## config.mk

```make
export PLATFORM = sky130hd
export DESIGN_NAME = bitmap_block_pool_allocator_unit
export DESIGN_NICKNAME = d
export VERILOG_FILES = /design/src/bbpa_pkg.sv /design/src/bbpa_datapath.sv /design/src/bbpa_ctrl.sv /design/src/bitmap_block_pool_allocator_unit.sv
export SDC_FILE = /design/constraint.sdc
export NUM_CORES = 2
export LEC_CHECK = 0
export BUFFER_PORTS_ARGS = -buffer_cell sky130_fd_sc_hd__buf_2
export CAP_MARGIN = 5
export CELL_PAD_IN_SITES_DETAIL_PLACEMENT = 1
export CELL_PAD_IN_SITES_GLOBAL_PLACEMENT = 2
export CORE_MARGIN = 1
export CORE_UTILIZATION = 39
export CTS_CLUSTER_SIZE = 16
export DETAILED_ROUTE_END_ITERATION = 10
export HOLD_SLACK_MARGIN = 0.03
export PLACE_DENSITY = 0.82
export SYNTH_ARGS = -nofsm -noshare
export SYNTH_HDL_FRONTEND = slang
export SYNTH_SLANG_ARGS = --single-unit
```

## constraint.sdc

```tcl
create_clock -name i_clk -period 5.9 [get_ports i_clk]
set_clock_uncertainty 0.2 [all_clocks]
set_input_delay 1.18 -clock i_clk [delete_from_list [all_inputs] [get_ports i_clk]]
set_output_delay 1.18 -clock i_clk [all_outputs]
set_load 0.02 [all_outputs]
```

## src/bbpa_pkg.sv

```systemverilog
// Package for the bitmap block pool allocator.
// Holds command and status codes and size constants; no dependencies.
`default_nettype none
package bbpa_pkg;
    localparam int NUM_GROUPS_DEF   = 16;
    localparam int GROUP_BLOCKS_DEF = 32;
    localparam int LEVEL_W          = 12;
    localparam int CNT_W            = 10;
    localparam logic signed [LEVEL_W-1:0] LEVEL_MAX = 12'sd2047;

    localparam logic [2:0] CMD_ALLOC   = 3'd0;
    localparam logic [2:0] CMD_FREE    = 3'd1;
    localparam logic [2:0] CMD_RES_ONE = 3'd2;
    localparam logic [2:0] CMD_RES_PERM = 3'd3;
    localparam logic [2:0] CMD_RELEASE = 3'd4;

    localparam logic [1:0] ST_OK       = 2'd0;
    localparam logic [1:0] ST_NO_SPACE = 2'd1;
    localparam logic [1:0] ST_FOREIGN  = 2'd2;
    localparam logic [1:0] ST_DOUBLE   = 2'd3;

    localparam logic [1:0] RS_NONE = 2'd0;
    localparam logic [1:0] RS_ONE  = 2'd1;
    localparam logic [1:0] RS_PERM = 2'd2;

    // datapath operations issued by the controller
    typedef enum logic [3:0] {
        OP_NONE,
        OP_LOAD,       // latch command fields, set scan index to top or bottom
        OP_SCAN_DOWN,  // inspect group at index, step down
        OP_FIND_LOW,   // inspect for lowest inactive, step up
        OP_ACTIVATE,   // activate group at index
        OP_TAKE,       // take lowest free bit of group at index
        OP_FREE,       // check and clear a bit
        OP_RETIRE,     // inspect/retire group at index, step up
        OP_RES_FIN,    // update reserve level
        OP_REL_FIN     // negate level if permanent
    } t_op;

    typedef struct packed {
        t_op  op;
        logic from_top;  // scan index start at top
    } t_ctl;

    typedef struct packed {
        logic idx_last;     // index at end of scan range
        logic hit;          // inspected group qualifies
        logic have_enough;  // free blocks cover amount
        logic in_pool;      // block to free lies in an active group
        logic free_ok;      // free passed its checks
        logic retire_ok;    // retire conditions hold after free
        logic level_none;   // level equals group size
    } t_sts;
endpackage
`default_nettype wire

```

## src/bbpa_datapath.sv

```systemverilog
// Datapath for the bitmap block pool allocator: group bitmaps, counters, level.
// Depends on bbpa_pkg.
`default_nettype none
module bbpa_datapath
    import bbpa_pkg::*;
#(
    parameter int NUM_GROUPS   = NUM_GROUPS_DEF,
    parameter int GROUP_BLOCKS = GROUP_BLOCKS_DEF
) (
    input  wire logic        i_clk,
    input  wire logic        i_rst_n,
    input  wire t_ctl        i_ctl,
    input  wire logic [2:0]  i_cmd,
    input  wire logic [8:0]  i_block_number,
    input  wire logic [9:0]  i_amount,
    output t_sts             o_sts,
    output logic [8:0]       o_block_res,
    output logic [CNT_W-1:0] o_have,
    output logic [CNT_W-1:0] o_used,
    output logic [CNT_W-1:0] o_cap,
    output logic [1:0]       o_rstate
);
    localparam int GI_W = (NUM_GROUPS > 1) ? $clog2(NUM_GROUPS) : 1;
    localparam int BI_W = $clog2(GROUP_BLOCKS);
    localparam logic [GROUP_BLOCKS-1:0] FULL = '1;
    localparam logic [CNT_W-1:0] GB = CNT_W'(GROUP_BLOCKS);

    logic [GROUP_BLOCKS-1:0] r_bitmap [NUM_GROUPS];
    logic [NUM_GROUPS-1:0]   r_active;
    logic [CNT_W-1:0]        r_used, r_cap, r_have, r_amount;
    logic signed [LEVEL_W-1:0] r_level;
    logic [GI_W-1:0]         r_idx;
    logic [8:0]              r_bn, r_block_res;

    logic [GROUP_BLOCKS-1:0] w_row;
    logic                    w_act;
    logic [BI_W-1:0]         w_low;
    logic [8:0]              w_grp_full;
    logic [GI_W-1:0]         w_fgrp;
    logic [BI_W-1:0]         w_fbit;
    logic                    w_in_range;
    logic signed [LEVEL_W+1:0] w_sum;
    logic signed [LEVEL_W-1:0] w_clamp;
    logic [GI_W-1:0]         w_last;

    assign w_row = r_bitmap[r_idx];
    assign w_act = r_active[r_idx];
    assign w_grp_full = 9'(r_bn / GROUP_BLOCKS);
    assign w_fgrp = w_grp_full[GI_W-1:0];
    assign w_fbit = BI_W'(r_bn % GROUP_BLOCKS);
    assign w_in_range = (w_grp_full < 9'(NUM_GROUPS)) && r_active[w_fgrp];
    assign w_last = i_ctl.from_top ? GI_W'(0) : GI_W'(NUM_GROUPS - 1);

    always_comb begin
        w_low = BI_W'(GROUP_BLOCKS - 1);
        for (int b = GROUP_BLOCKS - 2; b >= 0; b--) begin
            if (!w_row[b]) w_low = BI_W'(b);
        end
    end

    always_comb begin
        w_sum = (LEVEL_W+2)'(r_level) + (LEVEL_W+2)'($signed({1'b0, r_have}));
        if (w_sum > (LEVEL_W+2)'(LEVEL_MAX)) w_clamp = LEVEL_MAX;
        else if (w_sum < -(LEVEL_W+2)'(LEVEL_MAX)) w_clamp = -LEVEL_MAX;
        else w_clamp = LEVEL_W'(w_sum);
    end

    always_comb begin
        o_sts.idx_last    = (r_idx == w_last);
        unique case (i_ctl.op)
            OP_SCAN_DOWN: o_sts.hit = w_act && (w_row != FULL);
            OP_FIND_LOW:  o_sts.hit = !w_act;
            OP_RETIRE:    o_sts.hit = w_act && (w_row == '0) && (r_idx != '0);
            default:      o_sts.hit = 1'b0;
        endcase
        o_sts.have_enough = (r_have >= r_amount);
        o_sts.in_pool     = w_in_range;
        o_sts.free_ok     = w_in_range && r_bitmap[w_fgrp][w_fbit];
        o_sts.retire_ok   = ($countones(r_active) > 1) && (r_level == LEVEL_W'(GROUP_BLOCKS))
                            && ({1'b0, r_cap} > {r_used, 1'b0});
        o_sts.level_none  = (r_level == LEVEL_W'(GROUP_BLOCKS));
    end

    always_ff @(posedge i_clk) begin
        if (!i_rst_n) begin
            for (int g = 0; g < NUM_GROUPS; g++) r_bitmap[g] <= '0;
            r_active    <= NUM_GROUPS'(1);
            r_used      <= '0;
            r_cap       <= GB;
            r_level     <= LEVEL_W'(GROUP_BLOCKS);
            r_idx       <= '0;
            r_have      <= '0;
            r_amount    <= '0;
            r_bn        <= '0;
            r_block_res <= '0;
        end else begin
            unique case (i_ctl.op)
                OP_LOAD: begin
                    r_bn        <= i_block_number;
                    r_amount    <= i_amount;
                    r_have      <= r_cap - r_used;
                    r_block_res <= '0;
                    r_idx       <= i_ctl.from_top ? GI_W'(NUM_GROUPS - 1) : '0;
                end
                OP_SCAN_DOWN: if (!o_sts.hit && !o_sts.idx_last) r_idx <= r_idx - 1'b1;
                OP_FIND_LOW:  if (!o_sts.hit && !o_sts.idx_last) r_idx <= r_idx + 1'b1;
                OP_ACTIVATE: begin
                    r_active[r_idx] <= 1'b1;
                    r_bitmap[r_idx] <= '0;
                    r_cap           <= r_cap + GB;
                    r_have          <= r_have + GB;
                end
                OP_TAKE: begin
                    r_bitmap[r_idx][w_low] <= 1'b1;
                    r_used      <= r_used + 1'b1;
                    if (r_level > 0) r_level <= r_level - 1'b1;
                    r_block_res <= 9'(r_idx * GROUP_BLOCKS) + 9'(w_low);
                end
                OP_FREE: begin
                    r_bitmap[w_fgrp][w_fbit] <= 1'b0;
                    r_used <= r_used - 1'b1;
                    r_idx  <= '0;
                end
                OP_RETIRE: begin
                    if (o_sts.hit) begin
                        r_active[r_idx] <= 1'b0;
                        r_bitmap[r_idx] <= '0;
                        r_cap           <= r_cap - GB;
                    end
                    if (!o_sts.idx_last) r_idx <= r_idx + 1'b1;
                end
                OP_RES_FIN: r_level <= (i_cmd == CMD_RES_PERM) ? -w_clamp : w_clamp;
                OP_REL_FIN: if (r_level < 0) r_level <= -r_level;
                default: ;
            endcase
        end
    end

    assign o_block_res = r_block_res;
    assign o_have      = r_have;
    assign o_used      = r_used;
    assign o_cap       = r_cap;
    always_comb begin
        if (r_level == LEVEL_W'(GROUP_BLOCKS)) o_rstate = RS_NONE;
        else if (r_level < 0)                  o_rstate = RS_PERM;
        else                                   o_rstate = RS_ONE;
    end
endmodule
`default_nettype wire

```

## src/bbpa_ctrl.sv

```systemverilog
// Controller state machine for the bitmap block pool allocator.
// Depends on bbpa_pkg; drives bbpa_datapath through t_ctl.
`default_nettype none
module bbpa_ctrl
    import bbpa_pkg::*;
(
    input  wire logic       i_clk,
    input  wire logic       i_rst_n,
    input  wire logic       i_start,
    input  wire logic [2:0] i_cmd,
    input  wire t_sts       i_sts,
    output t_ctl            o_ctl,
    output logic [2:0]      o_cmd,
    output logic            o_busy,
    output logic            o_done,
    output logic [1:0]      o_status,
    output logic            o_res_valid
);
    typedef enum logic [3:0] {
        S_IDLE, S_SCAN, S_FIND, S_ACT, S_TAKE, S_FREE, S_RET_ONE,
        S_RES_CHK, S_RES_FIN, S_REL, S_RET_ALL, S_DONE
    } t_state;

    t_state     r_state, n_state;
    logic [2:0] r_cmd;
    logic [1:0] r_status, n_status;
    logic       r_done, r_resv;

    always_comb begin
        n_state  = r_state;
        n_status = r_status;
        o_ctl.op = OP_NONE;
        o_ctl.from_top = 1'b0;
        unique case (r_state)
            S_IDLE: if (i_start) begin
                o_ctl.op = OP_LOAD;
                o_ctl.from_top = (i_cmd == CMD_ALLOC);
                n_status = ST_OK;
                priority case (i_cmd)
                    CMD_ALLOC:   n_state = S_SCAN;
                    CMD_FREE:    n_state = S_FREE;
                    CMD_RES_ONE, CMD_RES_PERM: n_state = S_RES_CHK;
                    CMD_RELEASE: n_state = S_REL;
                    default:     n_state = S_DONE;
                endcase
            end
            S_SCAN: begin
                o_ctl.op = OP_SCAN_DOWN;
                o_ctl.from_top = 1'b1;
                if (i_sts.hit) n_state = S_TAKE;
                else if (i_sts.idx_last) n_state = S_FIND;
            end
            S_FIND: begin
                o_ctl.op = OP_FIND_LOW;
                if (i_sts.hit) n_state = S_ACT;
                else if (i_sts.idx_last) begin
                    n_status = ST_NO_SPACE;
                    n_state  = (r_cmd == CMD_ALLOC) ? S_DONE : S_RES_FIN;
                end
            end
            S_ACT: begin
                o_ctl.op = OP_ACTIVATE;
                n_state  = (r_cmd == CMD_ALLOC) ? S_TAKE : S_RES_CHK;
            end
            S_TAKE: begin
                o_ctl.op = OP_TAKE;
                n_state  = S_DONE;
            end
            S_FREE: begin
                if (!i_sts.free_ok) begin
                    n_status = (i_sts.in_pool) ? ST_DOUBLE : ST_FOREIGN;
                    n_state  = S_DONE;
                end else begin
                    o_ctl.op = OP_FREE;
                    n_state  = S_RET_ONE;
                end
            end
            S_RET_ONE: begin
                if (!i_sts.retire_ok) n_state = S_DONE;
                else begin
                    o_ctl.op = OP_RETIRE;
                    if (i_sts.hit || i_sts.idx_last) n_state = S_DONE;
                end
            end
            S_RES_CHK: n_state = i_sts.have_enough ? S_RES_FIN : S_FIND;
            S_RES_FIN: begin
                o_ctl.op = OP_RES_FIN;
                n_state  = S_DONE;
            end
            S_REL: begin
                o_ctl.op = OP_REL_FIN;
                n_state  = S_RET_ALL;
            end
            S_RET_ALL: begin
                if (!i_sts.level_none) n_state = S_DONE;
                else begin
                    o_ctl.op = OP_RETIRE;
                    if (i_sts.idx_last) n_state = S_DONE;
                end
            end
            S_DONE: n_state = S_IDLE;
            default: n_state = S_IDLE;
        endcase
    end

    always_ff @(posedge i_clk) begin
        if (!i_rst_n) begin
            r_state  <= S_IDLE;
            r_cmd    <= CMD_ALLOC;
            r_status <= ST_OK;
            r_done   <= 1'b0;
            r_resv   <= 1'b0;
        end else begin
            r_state  <= n_state;
            r_status <= n_status;
            r_done   <= (r_state == S_DONE);
            if (r_state == S_IDLE && i_start) begin
                r_cmd  <= i_cmd;
                r_resv <= (i_cmd == CMD_RES_ONE) || (i_cmd == CMD_RES_PERM);
            end
        end
    end

    assign o_cmd       = r_cmd;
    assign o_busy      = (r_state != S_IDLE);
    assign o_done      = r_done;
    assign o_status    = r_status;
    assign o_res_valid = r_resv;
endmodule
`default_nettype wire

```

## src/bitmap_block_pool_allocator_unit.sv

```systemverilog
// Bitmap block pool allocator, top level: controller plus datapath.
// Each command steps through the controller states from accept to the o_done strobe; alloc,
// free, reserve and release may scan the groups, an unknown command goes straight to done.
// One command at a time: a new one is taken only when idle; busy drops in the strobe cycle.
// Reset (synchronous, active low) leaves slot 0 active, pool empty, unreserved.
// Results show for one cycle on o_done; the receiver cannot stall.
`default_nettype none
module bitmap_block_pool_allocator_unit
    import bbpa_pkg::*;
#(
    parameter int NUM_GROUPS   = NUM_GROUPS_DEF,
    parameter int GROUP_BLOCKS = GROUP_BLOCKS_DEF
) (
    input  wire logic       i_clk,
    input  wire logic       i_rst_n,
    input  wire logic       start,
    output logic            busy,
    input  wire logic [2:0] i_cmd,
    input  wire logic [8:0] i_block_number,
    input  wire logic [9:0] i_amount,
    output logic            o_done,
    output logic [1:0]      o_status,
    output logic [8:0]      o_block_number_res,
    output logic [9:0]      o_reserved_count,
    output logic [9:0]      o_used_count,
    output logic [9:0]      o_capacity_count,
    output logic [1:0]      o_reservation_state
);
    t_ctl       w_ctl;
    t_sts       w_sts;
    logic [2:0] w_cmd;
    logic [9:0] w_have;
    logic       w_resv;
    logic [1:0] w_status;

    bbpa_ctrl u_ctrl (
        .i_clk, .i_rst_n, .i_start(start), .i_cmd,
        .i_sts(w_sts), .o_ctl(w_ctl), .o_cmd(w_cmd), .o_busy(busy),
        .o_done, .o_status(w_status), .o_res_valid(w_resv)
    );

    bbpa_datapath #(.NUM_GROUPS(NUM_GROUPS), .GROUP_BLOCKS(GROUP_BLOCKS)) u_dp (
        .i_clk, .i_rst_n, .i_ctl(w_ctl), .i_cmd(w_cmd),
        .i_block_number, .i_amount,
        .o_sts(w_sts), .o_block_res(o_block_number_res), .o_have(w_have),
        .o_used(o_used_count), .o_cap(o_capacity_count),
        .o_rstate(o_reservation_state)
    );

    assign o_status         = w_status;
    assign o_reserved_count = w_resv ? w_have : '0;
endmodule
`default_nettype wire

```

==> metrics.md <==
| Metric | Value |
|---|---|
| Status | `completed` |
| Netlist cell types | `94` |
| Vias in the first global route | `33550` |
| Port bufs | `64` |
| Htree depth | `3` |
| Async S/R FF share, synth | `0` |
| Fin crit share | `0.9809` |
| Mean Syn Cell Area | `10.33 µm²` |
| DR iter-0 viols | `3919` |
| Synth Flop Type | `edfxtp_1` |
| Post-synthesis cell count | `3773` |
| Fin Hold WS | `0.2585 ns` |
| DIE AREA | `101200 µm²` |
| Post-synth top cells | `nor2_1 (1089), edfxtp_1 (512), mux4_2 (222)` |
| Final #Nets | `3919` |
| # IOs | `70` |
| Max Fclk | `0.1728 GHz` |
| Starting Density | `0.3948` |
| Most frequent cell after synthesis | `nor2_1` |
| Required time worst endpoint | `6.05 ns` |
| Placer Congestion | `1.018` |
| Layout cells sized above 1 | `0.2334` |
| DP Worst Slack | `-0.2023 ns` |
| Gr usage total | `0.3083` |
| Worst slew margin | `0.2728` |
| CP Data Arrival Time | `5.94 ns` |
| Worst r2r path cells | `23` |
| Post-Place Cells | `5012` |
| Max Buffers Root-to-Sink | `3` |
| Setup TNS | `0 ns` |
| Top post-synthesis cells by area | `edfxtp_1 (39%), mux4_2 (13%), nor2_1 (10%)` |
| Total length of routed wires | `158200 µm` |
| Top cell type's share of synthesized area | `0.3945` |
| Setup ws final | `0.1125 ns` |
| Leading area contributor after synthesis | `edfxtp_1` |
| Max Slew Vio Count | `0` |
| First-pass GRT wire length | `230400 µm` |
| # setup viols final | `0` |
| CP Capture Type | `flip-flop` |
| Cts bufs inserted | `74` |
| Mapped cell area | `38970 µm²` |
| CTS Root Cell | `clkbuf_16` |
| RSZ-0062 raised after global routing | `true` |
| EDFF count, synth | `512` |
| CP Launch Type | `flip-flop` |
| TritonCTS clock tree | `built` |
| Filler cells | `10810` |
| WS Path Type | `reg2reg` |
| Floorplan row count | `115` |
| CP max FO | `8` |
| Residual DRC | `0` |
| Pin count of the biggest net entering global routing | `51` |
| Initial antenna violation count | `5` |
| Die X | `318.1 µm` |
| Area Growth Syn to Fin | `15.74%` |
| Routed wire per std cell | `30.59 µm` |
| Router iterations before antenna repair | `6` |
| HPWL Detailed | `104900 µm` |
| Core area | `98710 µm²` |
| P per Cell Area | `396.6 nW/µm²` |
| Seq/Total Area, Yosys | `0.4480` |
| Global route overflow | `0` |
| Max VDD drop | `220.6 µV` |
| Tightest Pin Transition | `1.089 ns` |
| Number of warnings issued by yosys | `0` |
| Chip height | `318.1 µm` |
| CTS Sinks | `616` |
| HP Class | `reg2reg` |
| Layout Cells excl Fill | `5171` |
| Synthesized flop and latch total | `616` |
| CTS clk-pin slew, worst paths | `0.06 ns` |
| Detailed-route vias per instance | `6.391` |
| Max-Cap Viols | `0` |
| Minimum clock period | `5.788 ns` |
| Fin util | `0.4569` |
| Latest clock arrival within the worst-skew pair | `0.67 ns` |
| Leak | `15.15 nW` |
| Hold depth | `2` |
| Number of routed nets with antenna violations | `0` |
| Final Hold Viols | `0` |
| # hold bufs at CTS | `0` |
| DR vias | `33050` |
[area by class of cell]
class                   count  area, µm²  share of cell area
multi-input cells        2744      20290              0.4498
flip-flops and latches    616      17490              0.3877
repair buffers            315       3084             0.06838
clock buffers              99       2028             0.04497
well taps                1287       1610             0.03570
clock inverters            38      335.3            0.007435
inverters                  69      265.3            0.005881
diodes                      3      7.507           0.0001664
[cells by family (layout without fill, tap and decap cells)]
group / count (synthesis) / in the layout / share of synthesized area
AOI/OAI and AO/OA: 496 / 497 / 0.09671
and+or+nand+nor: 1742 / 1742 / 0.1962
buffers and inverters: 418 / 521 / 0.05288
adders and majority gates: 74 / 74 / 0.02665
DFF: 616 / 616 / 0.4480
muxes: 384 / 384 / 0.1701
xor gates and xnor gates: 42 / 42 / 0.009439
other: 1 / 8 / 0.00009623
[where the power goes]
part / internal, mW / switching, mW
clock: 2.64 / 1.98
sequential: 5.22 / 0.524
combinational: 2.76 / 4.75
total: 10.6 / 7.26
[cells in the final DEF, fill, tap and decap left out, types with 26 or more instances in the layout]
cell / instances
a21oi_1: 105
a22oi_1: 66
and2_1: 29
buf_12: 64
buf_2: 64
buf_4: 178
clkbuf_16: 79
dfxtp_1: 92
edfxtp_1: 512
ha_1: 53
inv_1: 59
mux2i_1: 140
mux4_2: 222
nand2_1: 196
nand2b_1: 26
nand3_1: 78
nand4_1: 27
nor2_1: 1051
nor2_2: 93
nor2_4: 37
nor3_1: 62
o21ai_0: 55
xnor2_1: 31
[registers in the layout, summed over array words and instances (netlist names), 2 cells and up, named ones only]
signal	cells
u_ctrl.o_cmd	3
u_ctrl.o_status	2
u_ctrl.r_state	4
u_dp.o_block_res	9
u_dp.o_cap	5
u_dp.o_have	10
u_dp.o_used	10
u_dp.r_amount	10
u_dp.r_bitmap	512
u_dp.r_bn	9
u_dp.r_idx	4
u_dp.r_level	12
[layer usage]
metal,wire [µm],global-route usage
met2,74850,0.5056
met4,7873,0.1499
met1,60120,0.3950
met3,15310,0.05285
met5,11,0
[worst paths after layout]
kind / start / to / slack (ns)
max reg2reg: flip-flop / u_dp.r_bitmap[7][12] / 0.11
max: flip-flop / u_dp.r_bitmap[7][12] / 0.11
min: u_dp.r_amount[6] / u_dp.r_amount[6] / 0.26
min reg2reg: u_dp.r_amount[6] / u_dp.r_amount[6] / 0.26
[worst max-delay path: stages, from the launching register on]
cell	delay, ns
dfxtp_2	0.35
ha_4	0.14
inv_2	0.03
fa_1	0.56
inv_2	0.05
fa_1	0.46
fa_1	0.56
inv_2	0.04
fa_1	0.48
inv_2	0.05
ha_4	0.16
fa_2	0.53
nor3_2	0.04
o21ai_1	0.07
and3_4	0.22
o21ai_4	0.07
and4bb_1	0.36
nor2_2	0.06
and3_4	0.26
buf_4	0.16
buf_12	0.15
o2bb2ai_4	0.17
clkbuf_16	0.19
nor2_1	0.11
[stage by stage]
stage	power, mW	instance area, µm²
global placement	12.84	42060
detailed placement	12.97	42060
floorplan	10.11	38990
global route	18.42	45100
CTS	17.62	44630
finish	17.89	45100
[what timing repair did]
item / CTS / global route
endpoints found under the setup margin: 500 / 525
pin swaps: 5 / 46
buffers inserted: 8 / 7
resized for setup: 19 / 103
cloned: 2 / 3
(Power assumes the default switching activity.)
